File: src/rtl/ccr_pkg.sv
package ccr_pkg;

    // Canvas geometry and fixed-point format
    localparam int MAX_COLUMNS   = 256;
    localparam int MAX_ROWS      = 256;
    localparam int FRACTION_BITS = 8;

    // Field widths fixed by the stream format
    localparam int CMD_W     = 2;
    localparam int PIX_IDX_W = 8;
    localparam int COORD_W   = 20;
    localparam int CHAR_W    = 8;
    localparam int CFG_DIM_W = 9;
    localparam int CFG_W     = 9;
    localparam int CFG_IDX_W = 2;

    // Stream payload packing
    localparam int S_TDATA_W = 96;
    localparam int S_TUSER_W = CMD_W;
    localparam int M_TDATA_W = CHAR_W;
    localparam int M_TUSER_W = 1;

    // Canvas addressing: {row, column}
    localparam int COL_BITS = (MAX_COLUMNS > 1) ? $clog2(MAX_COLUMNS) : 1;
    localparam int ROW_BITS = (MAX_ROWS > 1) ? $clog2(MAX_ROWS) : 1;
    localparam int ADDR_W   = COL_BITS + ROW_BITS;
    localparam int DEPTH    = 1 << ADDR_W;

    // Width that holds any dimension, count or read index for comparison
    localparam int COL_CNT_W = $clog2(MAX_COLUMNS + 1);
    localparam int ROW_CNT_W = $clog2(MAX_ROWS + 1);
    localparam int DIM_A_W   = (COL_CNT_W > ROW_CNT_W) ? COL_CNT_W : ROW_CNT_W;
    localparam int DIM_B_W   = (CFG_DIM_W > PIX_IDX_W) ? CFG_DIM_W : PIX_IDX_W;
    localparam int DIM_W     = (DIM_A_W > DIM_B_W) ? DIM_A_W : DIM_B_W;

    // Distance arithmetic widths
    localparam int IDX_BITS = (COL_BITS > ROW_BITS) ? COL_BITS : ROW_BITS;
    localparam int XF_W     = IDX_BITS + FRACTION_BITS;
    localparam int OP_W     = ((XF_W > COORD_W) ? XF_W : COORD_W) + 2;
    localparam int PROD_W   = 2 * OP_W;
    localparam int D2_W     = PROD_W + 1;

    localparam logic [COORD_W-1:0] FX_ONE = COORD_W'(1) << FRACTION_BITS;

    // Commands
    localparam logic [CMD_W-1:0] CMD_CLEAR = 2'd0;
    localparam logic [CMD_W-1:0] CMD_DRAW  = 2'd1;
    localparam logic [CMD_W-1:0] CMD_READ  = 2'd2;

    // Shape type bytes
    localparam logic [CHAR_W-1:0] TYPE_OUTLINE = 8'h63;
    localparam logic [CHAR_W-1:0] TYPE_FILLED  = 8'h43;

    // Configuration register indexes
    localparam logic [CFG_IDX_W-1:0] REG_WIDTH  = 2'd0;
    localparam logic [CFG_IDX_W-1:0] REG_HEIGHT = 2'd1;
    localparam logic [CFG_IDX_W-1:0] REG_BG     = 2'd2;

    // Reset values of the configuration registers
    localparam logic [CFG_DIM_W-1:0] WIDTH_RST  = 9'd1;
    localparam logic [CFG_DIM_W-1:0] HEIGHT_RST = 9'd1;
    localparam logic [CHAR_W-1:0]    BG_RST     = 8'd32;

    // Controller to datapath
    typedef struct packed {
        logic accept;
        logic load_radius;
        logic latch_bounds;
        logic scan_step;
        logic load_result;
    } t_ccr_cmd;

    // Datapath to controller
    typedef struct packed {
        logic [CMD_W-1:0] cmd_code;
        logic             shape_bad;
        logic             empty;
        logic             scan_last;
        logic             pipe_busy;
    } t_ccr_status;

endpackage

File: src/rtl/ccr_ctrl.sv
module ccr_ctrl
    import ccr_pkg::*;
(
    input  logic        i_clk,
    input  logic        i_rst_n,
    input  logic        i_in_valid,
    output logic        o_in_ready,
    output logic        o_out_valid,
    input  logic        i_out_ready,
    input  t_ccr_status i_status,
    output t_ccr_cmd    o_cmd
);

    localparam logic [3:0] S_IDLE   = 4'd0;
    localparam logic [3:0] S_DECODE = 4'd1;
    localparam logic [3:0] S_SET_A  = 4'd2;
    localparam logic [3:0] S_SET_B  = 4'd3;
    localparam logic [3:0] S_SET_C  = 4'd4;
    localparam logic [3:0] S_SCAN   = 4'd5;
    localparam logic [3:0] S_DRAIN  = 4'd6;
    localparam logic [3:0] S_DONE   = 4'd7;

    logic [3:0] r_state;
    logic [3:0] n_state;
    logic       r_out_valid;
    logic       n_out_valid;
    logic       out_free;

    assign o_in_ready  = (r_state == S_IDLE);
    assign o_out_valid = r_out_valid;
    assign out_free    = !r_out_valid || i_out_ready;

    // Next state and commands
    always_comb begin
        n_state = r_state;
        o_cmd   = '0;
        case (r_state)
            S_IDLE: begin
                if (i_in_valid) begin
                    o_cmd.accept = 1'b1;
                    n_state      = S_DECODE;
                end
            end
            S_DECODE: begin
                case (i_status.cmd_code)
                    CMD_CLEAR: n_state = i_status.empty ? S_DONE : S_SCAN;
                    CMD_DRAW: begin
                        if (i_status.shape_bad || i_status.empty) begin
                            n_state = S_DONE;
                        end else begin
                            n_state = S_SET_A;
                        end
                    end
                    default: n_state = S_DONE;
                endcase
            end
            S_SET_A: begin
                o_cmd.load_radius = 1'b1;
                n_state           = S_SET_B;
            end
            S_SET_B: n_state = S_SET_C;
            S_SET_C: begin
                o_cmd.latch_bounds = 1'b1;
                n_state            = S_SCAN;
            end
            S_SCAN: begin
                o_cmd.scan_step = 1'b1;
                if (i_status.scan_last) begin
                    n_state = S_DRAIN;
                end
            end
            S_DRAIN: begin
                if (!i_status.pipe_busy) begin
                    n_state = S_DONE;
                end
            end
            S_DONE: begin
                if (out_free) begin
                    o_cmd.load_result = 1'b1;
                    n_state           = S_IDLE;
                end
            end
            default: n_state = S_IDLE;
        endcase
    end

    // Output register valid
    always_comb begin
        n_out_valid = r_out_valid;
        if (o_cmd.load_result) begin
            n_out_valid = 1'b1;
        end else if (i_out_ready) begin
            n_out_valid = 1'b0;
        end
    end

    always_ff @(posedge i_clk) begin
        if (!i_rst_n) begin
            r_state     <= S_IDLE;
            r_out_valid <= 1'b0;
        end else begin
            r_state     <= n_state;
            r_out_valid <= n_out_valid;
        end
    end

endmodule

File: config.mk
export PLATFORM = sky130hd
export DESIGN_NAME = ccr_ctrl
export DESIGN_NICKNAME = d
export VERILOG_FILES = /design/src/rtl/ccr_pkg.sv /design/src/rtl/ccr_ctrl.sv
export SDC_FILE = /design/constraint.sdc
export NUM_CORES = 1
export LEC_CHECK = 0
export ABC_AREA = 1
export BUFFER_PORTS_ARGS = -buffer_cell sky130_fd_sc_hd__buf_4
export CAP_MARGIN = 30
export CELL_PAD_IN_SITES_DETAIL_PLACEMENT = 0
export CELL_PAD_IN_SITES_GLOBAL_PLACEMENT = 1
export CORE_MARGIN = 2
export CORE_UTILIZATION = 26
export CTS_CLUSTER_DIAMETER = 80
export DETAILED_ROUTE_END_ITERATION = 8
export GPL_ROUTABILITY_DRIVEN = 0
export MAX_ROUTING_LAYER = met4
export PLACE_DENSITY_LB_ADDON = 0.3
export SLEW_MARGIN = 20
export SYNTH_ARGS = -nofsm -noshare
export SYNTH_HDL_FRONTEND = slang
export SYNTH_SLANG_ARGS = --single-unit
File: constraint.sdc
create_clock -name i_clk -period 1.4 [get_ports i_clk]
set_input_delay 0.14 -clock i_clk [delete_from_list [all_inputs] [get_ports i_clk]]
set_output_delay 0.14 -clock i_clk [all_outputs]
set_load 0.05 [all_outputs]
==> run_results.csv <==
group,metric,value,unit
logic_synthesis,ys_seq_elements,4,
final_layout,finalNetCount,93,
routing,vias,420,
critical_path,worstSetupEndpointType,"output port",
sta,fin_crit_sh,0.925,
critical_path,arrival,1.16,ns
logic_synthesis,async_reset_ff_frac,0,
cts,cts_made_buffers,3,
routing,drc_errors,0,
sta,rsz0062_at_grt,"false",
place,hpwlAfterDp,676,µm
sta,hold_viol,0,
run_status,outcome,"finished, final reports clean",
die,core-area,1300,µm²
routing,routed_wl,835,µm
routing,ant_nets,0,
hold_path,hold_class,"in -> reg",
run,maxCapViolCount,0,
die,die-area,1700,µm²
sta,max_slew_margin,0.885,
die,ioPinCount,17,
place,placed_area,474,µm²
cts,cts_setup_buffers,0,
logic_synthesis,yosysSeqAreaShare,0.222,
routing,firstDrtPassIters,4,
die,start_util,0.277,
logic_synthesis,synth.largest_area_cell,"dfxtp_1",
power,total_leakage_power,0.299,nW
routing,wl_per_cell,8.70,µm
power,p_per_area,2060,nW/µm²
power,power_frac_clock,0.138,
cts,cts_tree,"yes",
power,seq_power_share,0.231,
cts,clock_latency,0.23,ns
cts,cts.sink_count,4,
sta,whs,0.160,ns
sta,min_period,1.30,ns
cts,h-tree-depth,1,
routing,drt-initial-drc-count,5,
sta,setup_viol,0,
sta,tns,0,ns
sta,slew_violations,0,
logic_synthesis,yosys.cell_types.count,15,
final_layout,final_core_util,0.385,
final_layout,layout-drive-gt1-share,0.321,
cts,clkTransAtPathRegs,0.04,ns
power,p_comb_frac,0.631,
sta,fmaxAchievable,0.772,GHz
sta,worst_pin_slew,0.172,ns
logic_synthesis,syn-mean-instance-area,5.54,µm²
logic_synthesis,synth_cells,65,
logic_synthesis,synth_top_cell_area_share,0.222,
logic_synthesis,synth_commonest_cells,"17 x nand2_1, 14 x nor2_1, 11 x inv_1",
sta,worst_slack,0.105,ns
final_layout,area_delta_synth_final,38.9,%
logic_synthesis,synth_most_common_cell,"nand2_1",
die,rows,13,
logic_synthesis,synthTopCellsByArea,"dfxtp_1 22%, nand2_1 18%, nor2_1 15%",
place,place_ws,0.229,ns
grt,antenna_found_initial,0,
critical_path,cp_max_fo,9,
critical_path,critPathKind,"reg -> out",
place,port_buffers,16,
critical_path,start_kind,"register",
grt,grt_overflow,0,
logic_synthesis,syn_nets,75,
logic_synthesis,synth_flop_cell,"dfxtp_1",
logic_synthesis,synth_area,360,µm²
grt,grt_pass1_wl,1280,µm
die,fp.dieW,41.2,µm
routing,via_per_inst,4.38,
grt,grtUsageTotal,0.121,
power,switching_share,0.548,
power,p_int,0.000467,W
logic_synthesis,yosysWarnings,0,
power,vdd_drop_max,1.03,mV
grt,grt_max_degree,10,
cts,clockBufferDepth,2,
grt,grt_pass1_vias,341,
sta,clock_skew,0.00200,ns
final_layout,n_antenna_cell,0,
power,switching_power,0.000566,W
logic_synthesis,synth_enable_flop_cells,0,
cts,cts_root_buffer,"clkbuf_4",
critical_path,cp_data_required_time,1.26,ns
die,chipHeight,41.2,µm
final_layout,final_area,500,µm²
==> repair_timing <==
| action | CTS | global route |
|---|---|---|
| endpoints found under the hold margin | 0 | 0 |
| resized for setup | 1 | 2 |
| setup endpoints to repair | 1 | 4 |
| cloned | 0 | 0 |
| hold buffers | 0 | 0 |
==> critical path: stages, from the launching register on <==
cell	delay, ns
dfxtp_2	0.40
nand3_1	0.18
nor2_1	0.14
buf_4	0.20
==> cells by family after synthesis <==
family,synth area share
buffers and inverters,0.215
and+or+nand+nor,0.500
DFF,0.222
AOI/OAI and AO/OA,0.0625
==> layer usage <==
metal | track usage | wire length [µm]
met5 | - | 0
met4 | 0.0242 | 0
met3 | 0.0652 | 60
met2 | 0.180 | 385
met1 | 0.144 | 388
==> state kept, by name (all words and copies together), names as in the netlist <==
register and cells:
o_out_valid 1, r_state 3
==> final timing paths <==
check	start	end	slack (ns)	cells after the start
worst min register to register	o_out_valid$_SDFFE_PN0P_	o_out_valid$_SDFFE_PN0P_	0.52	2
worst min-delay path	i_rst_n	r_state[0]$_SDFFE_PN0P_	0.16	3
worst max register to register	r_state[1]$_SDFFE_PN0P_	r_state[2]$_SDFFE_PN0P_	0.35	7
worst max-delay path	r_state[2]$_SDFFE_PN0P_	o_cmd[0]	0.10	3
==> power by group through the flow <==
stage / clock (W) / combinational, W / sequential (W)
after floorplan: 0 / 0.000582 / 0.000188
after global placement: 0 / 0.000665 / 0.000228
after detailed placement: 0 / 0.000654 / 0.000233
after CTS: 0.000150 / 0.000658 / 0.000234
final: 0.000142 / 0.000652 / 0.000238
after global routing: 0.000164 / 0.000712 / 0.000250
==> metrics by stage <==
| step | instances | power, W |
|---|---|---|
| after CTS | 96 | 0.00104 |
| after global routing | 96 | 0.00113 |
| final | 96 | 0.00103 |
| after global placement | 93 | 0.000893 |
| after detailed placement | 93 | 0.000887 |
| after floorplan | 65 | 0.000770 |
==> placed cells by master, fill, tap and decap left out, types with 3 or more instances in the layout <==
cell type,netlist,routed
dfxtp_2,0,3
nor2_1,14,13
clkbuf_4,0,3
buf_4,1,16
a21oi_1,3,3
nand2_1,17,17
nand3_1,6,6
inv_1,11,11
==> area by class of cell <==
class                      count  area [µm²]
clock buffer                   3        22.5
fill                         145         801
inverter                      12        45.0
multi-input combinational     46         210
sequential                     4        83.8
tap                           15        18.8
timing repair buffer          16         120
Power figures use the tool's default switching activity.
